$ cat src/rtl/source_tokenizer_top_assert.svh
// Assertion macros used by the tokenizer top level.
// Each macro expects signals clk and rst_n in the scope of its use.
`ifndef SOURCE_TOKENIZER_TOP_ASSERT_SVH
`define SOURCE_TOKENIZER_TOP_ASSERT_SVH

// Same-cycle implication, checked out of reset.
`define SRCTOK_ASSERT_NOW(label, ante, cons, msg) \
  label: assert property (@(posedge clk) disable iff (!rst_n) (ante) |-> (cons)) \
    else $error(msg);

// Next-cycle implication, checked out of reset.
`define SRCTOK_ASSERT_NEXT(label, ante, cons, msg) \
  label: assert property (@(posedge clk) disable iff (!rst_n) (ante) |=> (cons)) \
    else $error(msg);

`endif

$ cat src/rtl/srctok_pkg.sv
// Types, constants and helper functions of the source tokenizer.
// Used by the output channel interface, the scanner and the top level.
package srctok_pkg;

  localparam int POS_BITS     = 32;
  localparam int LEN_BITS     = 16;
  localparam int VAL_BITS     = 63;
  localparam int KIND_BITS    = 4;
  localparam int MAX_RES      = 3;
  localparam int RES_IDX_BITS = $clog2(MAX_RES);
  localparam int RES_CNT_BITS = $clog2(MAX_RES + 1);

  localparam logic [VAL_BITS-1:0] INT32_TOP = VAL_BITS'(32'h7fff_ffff);
  localparam logic [VAL_BITS-1:0] INT64_TOP = '1;

  localparam logic [7:0] CH_LF    = 8'h0a;
  localparam logic [7:0] CH_CR    = 8'h0d;
  localparam logic [7:0] CH_SLASH = 8'h2f;
  localparam logic [7:0] CH_DOT   = 8'h2e;
  localparam logic [7:0] CH_UNDER = 8'h5f;
  localparam logic [7:0] CH_F     = 8'h66;
  localparam logic [7:0] CH_BIG_L = 8'h4c;
  localparam logic [7:0] CH_LBRACE = 8'h7b;
  localparam logic [7:0] CH_RBRACE = 8'h7d;
  localparam logic [7:0] CH_LPAREN = 8'h28;
  localparam logic [7:0] CH_RPAREN = 8'h29;
  localparam logic [7:0] CH_SEMI   = 8'h3b;

  typedef enum logic [KIND_BITS-1:0] {
    KIND_EOF     = 4'd0,
    KIND_ENTRY   = 4'd1,
    KIND_RETURN  = 4'd2,
    KIND_IDENT   = 4'd3,
    KIND_LBRACE  = 4'd4,
    KIND_RBRACE  = 4'd5,
    KIND_LPAREN  = 4'd6,
    KIND_RPAREN  = 4'd7,
    KIND_SEMI    = 4'd8,
    KIND_INT     = 4'd9,
    KIND_LLONG   = 4'd10,
    KIND_FLOAT   = 4'd11,
    KIND_DOUBLE  = 4'd12,
    KIND_INVALID = 4'd13,
    KIND_UNKNOWN = 4'd14
  } tok_kind_t;

  typedef enum logic [5:0] {
    MODE_IDLE    = 6'b000001,
    MODE_IDENT   = 6'b000010,
    MODE_NUM     = 6'b000100,
    MODE_NUM_L   = 6'b001000,
    MODE_SLASH   = 6'b010000,
    MODE_COMMENT = 6'b100000
  } scan_mode_t;

  typedef enum logic [1:0] {
    SUF_NONE = 2'd0,
    SUF_F    = 2'd1,
    SUF_LL   = 2'd2
  } suffix_t;

  typedef struct packed {
    tok_kind_t             kind;
    logic [POS_BITS-1:0]   start;
    logic [LEN_BITS-1:0]   len;
    logic [VAL_BITS-1:0]   value;
    logic                  ovf;
    logic                  last;
  } tok_t;

  typedef struct packed {
    tok_t [MAX_RES-1:0]      slot;
    logic [RES_CNT_BITS-1:0] cnt;
  } res_t;

  function automatic logic is_space(input logic [7:0] c);
    return c inside {8'h20, [8'h09:8'h0d]};
  endfunction

  function automatic logic is_digit(input logic [7:0] c);
    return c inside {[8'h30:8'h39]};
  endfunction

  function automatic logic is_alpha(input logic [7:0] c);
    return c inside {[8'h41:8'h5a], [8'h61:8'h7a]};
  endfunction

  function automatic logic is_word(input logic [7:0] c);
    return is_alpha(c) || is_digit(c) || (c == CH_UNDER);
  endfunction

  function automatic logic [7:0] entry_char(input logic [2:0] k);
    logic [7:0] ch;
    case (k)
      3'd0:    ch = 8'h65;
      3'd1:    ch = 8'h6e;
      3'd2:    ch = 8'h74;
      3'd3:    ch = 8'h72;
      3'd4:    ch = 8'h79;
      default: ch = 8'h00;
    endcase
    return ch;
  endfunction

  function automatic logic [7:0] return_char(input logic [2:0] k);
    logic [7:0] ch;
    case (k)
      3'd0:    ch = 8'h72;
      3'd1:    ch = 8'h65;
      3'd2:    ch = 8'h74;
      3'd3:    ch = 8'h75;
      3'd4:    ch = 8'h72;
      3'd5:    ch = 8'h6e;
      default: ch = 8'h00;
    endcase
    return ch;
  endfunction

  function automatic logic [LEN_BITS-1:0] sat_add(input logic [LEN_BITS-1:0] a,
                                                  input logic [1:0] b);
    logic [LEN_BITS:0] s;
    s = {1'b0, a} + (LEN_BITS + 1)'(b);
    return s[LEN_BITS] ? {LEN_BITS{1'b1}} : s[LEN_BITS-1:0];
  endfunction

  function automatic tok_t mk_tok(input tok_kind_t kind, input logic [POS_BITS-1:0] start,
                                  input logic [LEN_BITS-1:0] len);
    tok_t t;
    t.kind  = kind;
    t.start = start;
    t.len   = len;
    t.value = '0;
    t.ovf   = 1'b0;
    t.last  = 1'b0;
    return t;
  endfunction

  function automatic tok_t ident_tok(input logic [POS_BITS-1:0] start,
                                     input logic [LEN_BITS-1:0] len, input logic [1:0] kw);
    tok_kind_t k;
    if (kw[0] && (len == LEN_BITS'(5))) begin
      k = KIND_ENTRY;
    end else if (kw[1] && (len == LEN_BITS'(6))) begin
      k = KIND_RETURN;
    end else begin
      k = KIND_IDENT;
    end
    return mk_tok(k, start, len);
  endfunction

  function automatic tok_t num_tok(input logic [POS_BITS-1:0] start,
                                   input logic [LEN_BITS-1:0] run,
                                   input logic [VAL_BITS-1:0] acc, input logic seen_dot,
                                   input logic dot_err, input logic acc_ovf,
                                   input suffix_t suf);
    tok_t t;
    logic ovf;
    t = mk_tok(KIND_INT, start, sat_add(run, suf));
    if (dot_err) begin
      t.kind = KIND_INVALID;
    end else if (suf == SUF_F) begin
      t.kind = KIND_FLOAT;
    end else if (seen_dot) begin
      t.kind = KIND_DOUBLE;
    end else begin
      if (suf == SUF_LL) begin
        t.kind = KIND_LLONG;
        ovf    = acc_ovf;
      end else begin
        ovf    = acc_ovf || (acc > INT32_TOP);
      end
      t.ovf   = ovf;
      t.value = ovf ? '0 : acc;
    end
    return t;
  endfunction

  function automatic res_t res_push(input res_t r, input tok_t t);
    res_t o;
    o = r;
    if (r.cnt < RES_CNT_BITS'(MAX_RES)) begin
      o.slot[RES_IDX_BITS'(r.cnt)] = t;
      o.cnt = r.cnt + 1'b1;
    end
    return o;
  endfunction

endpackage

$ cat src/rtl/srctok_in_if.sv
// Input byte channel of the tokenizer: valid/ready with byte and end flag.
// Does not depend on srctok_pkg.
interface srctok_in_if;
  logic       valid;
  logic       ready;
  logic [7:0] char_byte;
  logic       end_of_text;

  modport source (output valid, output char_byte, output end_of_text, input ready);
  modport sink   (input valid, input char_byte, input end_of_text, output ready);
endinterface

$ cat src/rtl/srctok_out_if.sv
// Token result channel of the tokenizer: valid/ready with token fields.
// Field widths come from srctok_pkg.
interface srctok_out_if;
  logic                              valid;
  logic                              ready;
  logic [srctok_pkg::KIND_BITS-1:0]  token_kind;
  logic [srctok_pkg::POS_BITS-1:0]   token_start;
  logic [srctok_pkg::LEN_BITS-1:0]   token_length;
  logic [srctok_pkg::VAL_BITS-1:0]   literal_value;
  logic                              value_overflow;
  logic                              run_last;

  modport source (output valid, output token_kind, output token_start, output token_length,
                  output literal_value, output value_overflow, output run_last,
                  input ready);
  modport sink   (input valid, input token_kind, input token_start, input token_length,
                  input literal_value, input value_overflow, input run_last,
                  output ready);
endinterface

$ cat src/rtl/source_tokenizer_top.sv
// Source tokenizer top level: byte register, scanner step, token group register.
// Path: a completing byte passes the byte register and then the token group register before its token can transfer.
// Throughput: one byte per cycle while the output is ready and each byte yields at most one
// token; a byte that yields tokens waits until the previous token group has drained.
// Reset: synchronous, active low; clears the scanner to idle at offset zero and drops
// any held byte or token group.
module source_tokenizer_top (
  input  logic            clk,
  input  logic            rst_n,
  srctok_in_if.sink       in_ch,
  srctok_out_if.source    out_ch
);

  `include "source_tokenizer_top_assert.svh"

  logic                                   inq_valid_r;
  logic [7:0]                             inq_byte_r;
  logic                                   inq_last_r;

  srctok_pkg::res_t                       res;
  srctok_pkg::res_t                       grp_r;
  logic                                   grp_valid_r;
  logic [srctok_pkg::RES_IDX_BITS-1:0]    head_r;
  srctok_pkg::tok_t                       cur;

  logic                                   out_fire;
  logic                                   head_done;
  logic                                   grp_free;
  logic                                   proc_fire;

  srctok_scan u_scan (
    .clk         (clk),
    .rst_n       (rst_n),
    .step        (proc_fire),
    .char_byte   (inq_byte_r),
    .end_of_text (inq_last_r),
    .res         (res)
  );

  assign cur       = grp_r.slot[head_r];
  assign out_fire  = out_ch.valid && out_ch.ready;
  assign head_done = (srctok_pkg::RES_CNT_BITS'(head_r) == grp_r.cnt - 1'b1);
  assign grp_free  = !grp_valid_r || (out_fire && head_done);
  assign proc_fire = inq_valid_r && ((res.cnt == '0) || grp_free);

  assign in_ch.ready = !inq_valid_r || proc_fire;

  assign out_ch.valid          = grp_valid_r;
  assign out_ch.token_kind     = cur.kind;
  assign out_ch.token_start    = cur.start;
  assign out_ch.token_length   = cur.len;
  assign out_ch.literal_value  = cur.value;
  assign out_ch.value_overflow = cur.ovf;
  assign out_ch.run_last       = cur.last;

  always_ff @(posedge clk) begin
    if (!rst_n) begin
      inq_valid_r <= 1'b0;
    end else if (in_ch.valid && in_ch.ready) begin
      inq_valid_r <= 1'b1;
    end else if (proc_fire) begin
      inq_valid_r <= 1'b0;
    end
  end

  always_ff @(posedge clk) begin
    if (in_ch.valid && in_ch.ready) begin
      inq_byte_r <= in_ch.char_byte;
      inq_last_r <= in_ch.end_of_text;
    end
  end

  always_ff @(posedge clk) begin
    if (!rst_n) begin
      grp_valid_r <= 1'b0;
      head_r      <= '0;
    end else if (proc_fire && (res.cnt != '0)) begin
      grp_valid_r <= 1'b1;
      head_r      <= '0;
    end else if (out_fire) begin
      if (head_done) begin
        grp_valid_r <= 1'b0;
        head_r      <= '0;
      end else begin
        head_r      <= head_r + 1'b1;
      end
    end
  end

  always_ff @(posedge clk) begin
    if (proc_fire && (res.cnt != '0)) begin
      grp_r <= res;
    end
  end

  `SRCTOK_ASSERT_NOW(a_grp_nonempty, grp_valid_r, (grp_r.cnt != '0) && (srctok_pkg::RES_CNT_BITS'(head_r) < grp_r.cnt), "token group empty or head past its count")
  `SRCTOK_ASSERT_NOW(a_last_marks_tail, grp_valid_r, cur.last == head_done, "run_last does not mark the final token of the byte")
  `SRCTOK_ASSERT_NOW(a_eof_is_last, grp_valid_r && (cur.kind == srctok_pkg::KIND_EOF), cur.last && (cur.len == '0), "end-of-file token is not the last result of its byte")
  `SRCTOK_ASSERT_NEXT(a_group_load, proc_fire && (res.cnt != '0), grp_valid_r && (head_r == '0), "token group not loaded after a scanner step")

endmodule

$ cat src/rtl/srctok_scan.sv
// Scanner state and per-byte step: holds the lexer state, forms up to three tokens.
// Depends on srctok_pkg.
module srctok_scan (
  input  logic              clk,
  input  logic              rst_n,
  input  logic              step,
  input  logic [7:0]        char_byte,
  input  logic              end_of_text,
  output srctok_pkg::res_t  res
);

  srctok_pkg::scan_mode_t                mode_r, mode_nxt;
  logic [srctok_pkg::POS_BITS-1:0]       start_r, start_nxt;
  logic [srctok_pkg::LEN_BITS-1:0]       run_r, run_nxt;
  logic [srctok_pkg::VAL_BITS-1:0]       acc_r, acc_nxt;
  logic                                  seen_dot_r, seen_dot_nxt;
  logic                                  dot_err_r, dot_err_nxt;
  logic [1:0]                            kw_r, kw_nxt;
  logic [srctok_pkg::POS_BITS-1:0]       pos_r, pos_nxt;
  logic                                  acc_ovf_r, acc_ovf_nxt;

  logic [srctok_pkg::VAL_BITS+3:0]       acc_x10;
  logic                                  redo;
  logic                                  do_ident;
  srctok_pkg::res_t                      r;

  assign acc_x10 = {1'b0, acc_r, 3'b000} + {3'b000, acc_r, 1'b0}
                 + (srctok_pkg::VAL_BITS + 4)'(char_byte[3:0]);

  always_comb begin
    mode_nxt     = mode_r;
    start_nxt    = start_r;
    run_nxt      = run_r;
    acc_nxt      = acc_r;
    seen_dot_nxt = seen_dot_r;
    dot_err_nxt  = dot_err_r;
    kw_nxt       = kw_r;
    acc_ovf_nxt  = acc_ovf_r;
    pos_nxt      = pos_r + 1'b1;
    redo         = 1'b0;
    do_ident     = 1'b0;
    r            = '0;

    case (mode_r)
      srctok_pkg::MODE_COMMENT: begin
        if ((char_byte == srctok_pkg::CH_LF) || (char_byte == srctok_pkg::CH_CR)) begin
          mode_nxt = srctok_pkg::MODE_IDLE;
        end
      end
      srctok_pkg::MODE_SLASH: begin
        if (char_byte == srctok_pkg::CH_SLASH) begin
          mode_nxt = srctok_pkg::MODE_COMMENT;
        end else begin
          r    = srctok_pkg::res_push(r, srctok_pkg::mk_tok(srctok_pkg::KIND_UNKNOWN,
                                                            start_r, 16'd1));
          redo = 1'b1;
        end
      end
      srctok_pkg::MODE_NUM_L: begin
        if (char_byte == srctok_pkg::CH_BIG_L) begin
          r = srctok_pkg::res_push(r, srctok_pkg::num_tok(start_r, run_r, acc_r, seen_dot_r,
                                                         dot_err_r, acc_ovf_r,
                                                         srctok_pkg::SUF_LL));
          mode_nxt = srctok_pkg::MODE_IDLE;
        end else begin
          r = srctok_pkg::res_push(r, srctok_pkg::num_tok(start_r, run_r, acc_r, seen_dot_r,
                                                         dot_err_r, acc_ovf_r,
                                                         srctok_pkg::SUF_NONE));
          mode_nxt  = srctok_pkg::MODE_IDENT;
          start_nxt = pos_r - 1'b1;
          run_nxt   = srctok_pkg::LEN_BITS'(1);
          kw_nxt    = 2'b00;
          do_ident  = 1'b1;
        end
      end
      srctok_pkg::MODE_IDENT: begin
        do_ident = 1'b1;
      end
      srctok_pkg::MODE_NUM: begin
        if (srctok_pkg::is_digit(char_byte)) begin
          if (acc_x10 > {4'b0000, srctok_pkg::INT64_TOP}) begin
            acc_ovf_nxt = 1'b1;
          end else begin
            acc_nxt = acc_x10[srctok_pkg::VAL_BITS-1:0];
          end
          run_nxt = srctok_pkg::sat_add(run_r, 2'd1);
        end else if (char_byte == srctok_pkg::CH_DOT) begin
          if (seen_dot_r) begin
            dot_err_nxt = 1'b1;
          end
          seen_dot_nxt = 1'b1;
          run_nxt      = srctok_pkg::sat_add(run_r, 2'd1);
        end else if ((char_byte == srctok_pkg::CH_F) && seen_dot_r) begin
          r = srctok_pkg::res_push(r, srctok_pkg::num_tok(start_r, run_r, acc_r, seen_dot_r,
                                                         dot_err_r, acc_ovf_r,
                                                         srctok_pkg::SUF_F));
          mode_nxt = srctok_pkg::MODE_IDLE;
        end else if (char_byte == srctok_pkg::CH_BIG_L) begin
          mode_nxt = srctok_pkg::MODE_NUM_L;
        end else begin
          r = srctok_pkg::res_push(r, srctok_pkg::num_tok(start_r, run_r, acc_r, seen_dot_r,
                                                         dot_err_r, acc_ovf_r,
                                                         srctok_pkg::SUF_NONE));
          mode_nxt = srctok_pkg::MODE_IDLE;
          redo     = 1'b1;
        end
      end
      default: begin
        redo = 1'b1;
      end
    endcase

    if (do_ident) begin
      if (srctok_pkg::is_word(char_byte)) begin
        if (!((run_nxt < 16'd5) && (srctok_pkg::entry_char(run_nxt[2:0]) == char_byte))) begin
          kw_nxt[0] = 1'b0;
        end
        if (!((run_nxt < 16'd6) && (srctok_pkg::return_char(run_nxt[2:0]) == char_byte))) begin
          kw_nxt[1] = 1'b0;
        end
        run_nxt = srctok_pkg::sat_add(run_nxt, 2'd1);
      end else begin
        r        = srctok_pkg::res_push(r, srctok_pkg::ident_tok(start_nxt, run_nxt, kw_nxt));
        mode_nxt = srctok_pkg::MODE_IDLE;
        redo     = 1'b1;
      end
    end

    if (redo) begin
      mode_nxt = srctok_pkg::MODE_IDLE;
      if (srctok_pkg::is_space(char_byte)) begin
        mode_nxt = srctok_pkg::MODE_IDLE;
      end else if (char_byte == srctok_pkg::CH_SLASH) begin
        mode_nxt  = srctok_pkg::MODE_SLASH;
        start_nxt = pos_r;
      end else if (char_byte == srctok_pkg::CH_LBRACE) begin
        r = srctok_pkg::res_push(r, srctok_pkg::mk_tok(srctok_pkg::KIND_LBRACE, pos_r, 16'd1));
      end else if (char_byte == srctok_pkg::CH_RBRACE) begin
        r = srctok_pkg::res_push(r, srctok_pkg::mk_tok(srctok_pkg::KIND_RBRACE, pos_r, 16'd1));
      end else if (char_byte == srctok_pkg::CH_LPAREN) begin
        r = srctok_pkg::res_push(r, srctok_pkg::mk_tok(srctok_pkg::KIND_LPAREN, pos_r, 16'd1));
      end else if (char_byte == srctok_pkg::CH_RPAREN) begin
        r = srctok_pkg::res_push(r, srctok_pkg::mk_tok(srctok_pkg::KIND_RPAREN, pos_r, 16'd1));
      end else if (char_byte == srctok_pkg::CH_SEMI) begin
        r = srctok_pkg::res_push(r, srctok_pkg::mk_tok(srctok_pkg::KIND_SEMI, pos_r, 16'd1));
      end else if (srctok_pkg::is_alpha(char_byte) || (char_byte == srctok_pkg::CH_UNDER)) begin
        mode_nxt  = srctok_pkg::MODE_IDENT;
        start_nxt = pos_r;
        kw_nxt    = 2'b11;
        if (srctok_pkg::entry_char(3'd0) != char_byte) begin
          kw_nxt[0] = 1'b0;
        end
        if (srctok_pkg::return_char(3'd0) != char_byte) begin
          kw_nxt[1] = 1'b0;
        end
        run_nxt = srctok_pkg::LEN_BITS'(1);
      end else if (srctok_pkg::is_digit(char_byte)) begin
        mode_nxt     = srctok_pkg::MODE_NUM;
        start_nxt    = pos_r;
        run_nxt      = srctok_pkg::LEN_BITS'(1);
        acc_nxt      = srctok_pkg::VAL_BITS'(char_byte[3:0]);
        seen_dot_nxt = 1'b0;
        dot_err_nxt  = 1'b0;
        acc_ovf_nxt  = 1'b0;
      end else begin
        r = srctok_pkg::res_push(r, srctok_pkg::mk_tok(srctok_pkg::KIND_UNKNOWN, pos_r, 16'd1));
      end
    end

    if (end_of_text) begin
      case (mode_nxt)
        srctok_pkg::MODE_IDENT: begin
          r = srctok_pkg::res_push(r, srctok_pkg::ident_tok(start_nxt, run_nxt, kw_nxt));
        end
        srctok_pkg::MODE_NUM: begin
          r = srctok_pkg::res_push(r, srctok_pkg::num_tok(start_nxt, run_nxt, acc_nxt,
                                                         seen_dot_nxt, dot_err_nxt, acc_ovf_nxt,
                                                         srctok_pkg::SUF_NONE));
        end
        srctok_pkg::MODE_NUM_L: begin
          r = srctok_pkg::res_push(r, srctok_pkg::num_tok(start_nxt, run_nxt, acc_nxt,
                                                         seen_dot_nxt, dot_err_nxt, acc_ovf_nxt,
                                                         srctok_pkg::SUF_NONE));
          r = srctok_pkg::res_push(r, srctok_pkg::mk_tok(srctok_pkg::KIND_IDENT, pos_r, 16'd1));
        end
        srctok_pkg::MODE_SLASH: begin
          r = srctok_pkg::res_push(r, srctok_pkg::mk_tok(srctok_pkg::KIND_UNKNOWN,
                                                          start_nxt, 16'd1));
        end
        default: begin
          r = r;
        end
      endcase
      if (r.cnt == srctok_pkg::RES_CNT_BITS'(srctok_pkg::MAX_RES)) begin
        r.cnt = r.cnt - 1'b1;
      end
      r = srctok_pkg::res_push(r, srctok_pkg::mk_tok(srctok_pkg::KIND_EOF, pos_r + 1'b1,
                                                      '0));
      mode_nxt     = srctok_pkg::MODE_IDLE;
      start_nxt    = '0;
      run_nxt      = '0;
      acc_nxt      = '0;
      seen_dot_nxt = 1'b0;
      dot_err_nxt  = 1'b0;
      kw_nxt       = 2'b11;
      pos_nxt      = '0;
      acc_ovf_nxt  = 1'b0;
    end

    if (r.cnt != '0) begin
      r.slot[srctok_pkg::RES_IDX_BITS'(r.cnt - 1'b1)].last = 1'b1;
    end
    res = r;
  end

  always_ff @(posedge clk) begin
    if (!rst_n) begin
      mode_r     <= srctok_pkg::MODE_IDLE;
      start_r    <= '0;
      run_r      <= '0;
      acc_r      <= '0;
      seen_dot_r <= 1'b0;
      dot_err_r  <= 1'b0;
      kw_r       <= 2'b11;
      pos_r      <= '0;
      acc_ovf_r  <= 1'b0;
    end else if (step) begin
      mode_r     <= mode_nxt;
      start_r    <= start_nxt;
      run_r      <= run_nxt;
      acc_r      <= acc_nxt;
      seen_dot_r <= seen_dot_nxt;
      dot_err_r  <= dot_err_nxt;
      kw_r       <= kw_nxt;
      pos_r      <= pos_nxt;
      acc_ovf_r  <= acc_ovf_nxt;
    end
  end

endmodule

$ cat src/flat_wrapper.sv
// flat-port wrapper written by rule: the top's interface ports become plain ports
module source_tokenizer_top_flat 
  (clk, rst_n, in_ch_valid, in_ch_char_byte, in_ch_end_of_text, in_ch_ready, out_ch_valid, out_ch_token_kind, out_ch_token_start, out_ch_token_length, out_ch_literal_value, out_ch_value_overflow, out_ch_run_last, out_ch_ready);
  srctok_in_if in_ch_i ();
  srctok_out_if out_ch_i ();
  input  logic clk;
  input  logic rst_n;
  input wire logic [$bits(in_ch_i.valid)-1:0] in_ch_valid;
  input wire logic [$bits(in_ch_i.char_byte)-1:0] in_ch_char_byte;
  input wire logic [$bits(in_ch_i.end_of_text)-1:0] in_ch_end_of_text;
  output wire logic [$bits(in_ch_i.ready)-1:0] in_ch_ready;
  output wire logic [$bits(out_ch_i.valid)-1:0] out_ch_valid;
  output wire logic [$bits(out_ch_i.token_kind)-1:0] out_ch_token_kind;
  output wire logic [$bits(out_ch_i.token_start)-1:0] out_ch_token_start;
  output wire logic [$bits(out_ch_i.token_length)-1:0] out_ch_token_length;
  output wire logic [$bits(out_ch_i.literal_value)-1:0] out_ch_literal_value;
  output wire logic [$bits(out_ch_i.value_overflow)-1:0] out_ch_value_overflow;
  output wire logic [$bits(out_ch_i.run_last)-1:0] out_ch_run_last;
  input wire logic [$bits(out_ch_i.ready)-1:0] out_ch_ready;
  assign in_ch_i.valid = in_ch_valid;
  assign in_ch_i.char_byte = in_ch_char_byte;
  assign in_ch_i.end_of_text = in_ch_end_of_text;
  assign in_ch_ready = in_ch_i.ready;
  assign out_ch_valid = out_ch_i.valid;
  assign out_ch_token_kind = out_ch_i.token_kind;
  assign out_ch_token_start = out_ch_i.token_start;
  assign out_ch_token_length = out_ch_i.token_length;
  assign out_ch_literal_value = out_ch_i.literal_value;
  assign out_ch_value_overflow = out_ch_i.value_overflow;
  assign out_ch_run_last = out_ch_i.run_last;
  assign out_ch_i.ready = out_ch_ready;
  source_tokenizer_top u_core (.clk(clk), .rst_n(rst_n), .in_ch(in_ch_i), .out_ch(out_ch_i));
endmodule
$ cat config.mk
export PLATFORM = sky130hd
export DESIGN_NAME = source_tokenizer_top_flat
export DESIGN_NICKNAME = d
export VERILOG_FILES = /design/src/rtl/srctok_pkg.sv /design/src/rtl/srctok_in_if.sv /design/src/rtl/srctok_out_if.sv /design/src/rtl/source_tokenizer_top.sv /design/src/rtl/srctok_scan.sv /design/src/flat_wrapper.sv
export VERILOG_INCLUDE_DIRS = /design/src /design/src/rtl
export SDC_FILE = /design/constraint.sdc
export NUM_CORES = 2
export LEC_CHECK = 0
export ABC_AREA = 1
export CAP_MARGIN = 10
export CORE_MARGIN = 5
export CORE_UTILIZATION = 65
export CTS_BUF_LIST = sky130_fd_sc_hd__clkbuf_16
export CTS_CLUSTER_SIZE = 24
export DETAILED_ROUTE_END_ITERATION = 10
export DONT_BUFFER_PORTS = 1
export HOLD_SLACK_MARGIN = 0.03
export PLACE_DENSITY = 0.84
export REMOVE_ABC_BUFFERS = 1
export SLEW_MARGIN = 10
export SYNTH_ARGS = -nofsm -noshare
export SYNTH_HDL_FRONTEND = slang
export SYNTH_SLANG_ARGS = --single-unit
$ cat constraint.sdc
create_clock -name clk -period 26.7 [get_ports clk]
set_clock_uncertainty 0.1 [all_clocks]
set_input_delay 1.335 -clock clk [delete_from_list [all_inputs] [get_ports clk]]
set_output_delay 1.335 -clock clk [all_outputs]
set_load 0.01 [all_outputs]
==> flow_metrics.tcl <==
set metrics [dict create \
    status "completed" \
    synth.ff_latch_count 520 \
    drive_gt1_share_pct 4.43 \
    die_area_sq_mm 0.0617 \
    ff_latch_area_sq_mm 0.0140 \
    hold_path_class "flop to flop" \
    finalSetupViolCount 0 \
    ys.flop_type "edfxtp_1" \
    clk_latency_ps 620 \
    globalplace.congestion 1.02 \
    ys_async_sr_fraction_pct 0 \
    grt_pass1_wl_microns 187000 \
    swShare_pct 32.3 \
    fill_cells 4899 \
    drc_errors 0 \
    hold_depth 2 \
    maxCapViolCount 0 \
    synth_area_sq_mm 0.0370 \
    internal_power_mw 1.42 \
    grt_start_max_net_pins 202 \
    hpwl_microns 82200 \
    rows 87 \
    p_leak_nw 15.9 \
    synth_edf_count 362 \
    slew_headroom_pct 9.89 \
    htreeDepth 2 \
    grt-ovfl-total 0 \
    wl_microns 120000 \
    hold_violations 0 \
    yosysSeqAreaShare_pct 38.0 \
    power_frac_clock_pct 33.9 \
    clkTransAtPathRegs_ps 70 \
    ctsHoldBuffers 0 \
    cts_tree "built" \
    ios 132 \
    routed_via_density 6.30 \
    cp-end-kind "flop" \
    finalSetupTns_ps 0 \
    crit_slowest_cell "inv_2" \
    drtIter0Drc 4716 \
    p_per_area_mw_per_mm2 53.5 \
    syn2layout_area_growth_pct 5.97 \
    critPathLaunchType "flop" \
    avgRoutedWirePerCell_microns 20.6 \
    max_slew.worst_pin.slew_ps 1350 \
    grt_pass1_vias 34000 \
    min_to "u_core.u_scan.kw_r[0]" \
    core_region_area_sq_mm 0.0564 \
    cp.arrival_ps 7890 \
    grt_setup_unrepaired "no" \
    fmaxAchievable_mhz 133 \
    grt_usage_pct 36.9 \
    syn_area_per_cell_sq_um 7.24 \
    antenna_found_initial 6 \
    synth_cell_types 65 \
    pwr-share-seq_pct 45.8 \
    fp.dieW_microns 248 \
    postCtsSetupRepairBufs 0 \
    setup_slack_ps 19180 \
    rr_endpoint "u_core.grp_r[31]" \
    critical_path_class "flop to flop" \
    period_needed_ps 7520 \
    crit_top_cell "nand2_1" \
    finalNetCount 5188 \
    path_max_fanout 57 \
    yosysWarningCount 0 \
    report.final.slew_viol_count 0 \
    rr_startpoint "u_core.inq_byte_r[3]" \
    cts.sinks 520 \
    min-delay-start "u_core.u_scan.kw_r[0]" \
    combPwrFrac_pct 20.3 \
    cpPeakStageDelay_ps 1090 \
    multiInputGateArea_sq_mm 0.0205 \
    portBuffers 0 \
    synthCells 5106 \
    r2r_slack_ps 19180 \
    cts_buffers 53 \
    dr.pass1.iters 7 \
    reg2regPathDepth 27 \
    ir_worst_vdd_uv 62.3 \
    start_util_pct 65.6 \
    clock_path_buffers 3 \
    cp.required_ps 27070 \
    ant_nets 0 \
    pre_cts_ws_ps 19340 \
    cts-root-buf "clkbuf_16" \
    power.switching_mw 0.677 \
    cts_resized 0 \
    post-route-period-util_pct 28.2 \
    dieHeight_microns 248 \
    num_vias 36800 \
]
-- critical path: cells and delay by family, from the launching register on --
family,cells,cell delay (ps)
AOI/OAI and AO/OA,1,310
adders and majority gates,2,840
buffers and inverters,4,1700
and+or+nand+nor,20,3890
DFF,1,490
-- power by group through the flow --
stage	registers [mW]	clock network (mW)	logic, mW
6_report	0.960	0.709	0.426
5_1_grt	0.964	0.751	0.458
4_1_cts	0.959	0.715	0.410
3_5_place_dp	0.975	0	0.408
3_3_place_gp	0.974	0	0.403
2_1_floorplan	0.982	0	0.280
-- placed cells by master, fill, tap and decap left out, types with 54 or more instances in the layout --
cell type  instances
a21oi_1          277
clkbuf_16         54
conb_1           139
dfxtp_1          156
edfxtp_1         362
ha_1             137
inv_1            416
nand2_1         1073
nand3_1          379
nand4_1          136
nor2_1           722
o21ai_0          347
o21ai_1           77
o22ai_1           55
o31ai_1          150
xor2_1            67
-- metrics by stage --
step	util (%)	power [mW]	instances	hold slack [ps]	cell area (sq um)
3_3_place_gp	66.5	1.38	5737	344	37500
3_5_place_dp	66.5	1.38	5737	358	37500
6_report	69.5	2.10	5842	376	39200
2_1_floorplan	-	1.26	4943	334	36200
4_1_cts	69.4	2.08	5836	372	39200
5_1_grt	69.5	2.17	5842	390	39200
-- cells by family (layout without fill, tap and decap cells) --
logic type	Yosys count	in the layout	share of synthesized area, %
simple gates	2476	2476	28.7
flops	520	520	38.0
other cells	1	145	0.0101
buf+inv	754	590	8.05
compound gates	1119	1119	18.2
fa+ha+maj	139	139	4.75
xor+xnor	97	97	2.30
-- state kept, by name, summed over array words and instances, names as in the netlist --
register                  count
u_core.u_scan.dot_err_r       1
u_core.u_scan.seen_dot_r      1
u_core.out_ch.valid           1
u_core.u_scan.acc_r          63
u_core.inq_byte_r             8
u_core.inq_last_r             1
u_core.head_r                 2
u_core.u_scan.kw_r            2
u_core.u_scan.pos_r          32
u_core.u_scan.start_r        32
u_core.u_scan.acc_ovf_r       1
u_core.grp_r                353
u_core.inq_valid_r            1
u_core.u_scan.mode_r          6
u_core.u_scan.run_r          16
-- synth_stat cells, types with 40 or more instances --
library cell	count	share of area [%]
clkbuf_1	216	2.2
nor3_1	48	0.65
dfxtp_1	158	8.6
buf_2	48	0.65
o31ai_1	150	3.0
edfxtp_1	362	29
a211oi_1	40	0.81
o22ai_1	55	0.93
xor2_1	67	1.6
nand3_1	379	5.1
ha_1	137	4.6
a21oi_1	277	3.8
inv_1	404	4.1
nor2_1	724	7.4
o21ai_1	77	1.0
o21ai_0	347	4.7
nand2_1	1073	11
nand4_1	136	2.3
-- how the worst max path moves through the flow --
stage / depth (start not counted) / start / slack (ps) / end
after floorplan: 11 / u_core.head_r[0] / 9050 / u_core.grp_r[0]
after global placement: 23 / u_core.inq_byte_r[1] / 19560 / u_core.grp_r[104]
after detailed placement: 25 / u_core.inq_byte_r[6] / 19340 / u_core.grp_r[338]
after CTS: 27 / u_core.inq_byte_r[3] / 19320 / u_core.grp_r[31]
after global routing: 24 / u_core.inq_byte_r[4] / 18700 / u_core.grp_r[104]
final: 27 / u_core.inq_byte_r[3] / 19180 / u_core.grp_r[31]
-- final cells by class --
| type | instances | share of cell area (%) |
|---|---|---|
| diodes | 6 | 0.0383 |
| clock buffers | 54 | 3.45 |
| clock inverters | 45 | 0.712 |
| inverters | 453 | 4.40 |
| multi-input cells | 3970 | 52.3 |
| flip-flops and latches | 520 | 35.8 |
| well taps | 756 | 2.41 |
| repair buffers | 38 | 0.792 |
-- routing by layer --
layer | wire length, microns | vias up | track usage [%]
met4 | 7020 | 0 | 19.0
met5 | 0 | - | 0
li1 | - | 17300 | -
met1 | 46400 | 16700 | 48.8
met3 | 13100 | 485 | 6.20
met2 | 53900 | 2234 | 58.8
Note: power is estimated with default switching activity, not from simulation.
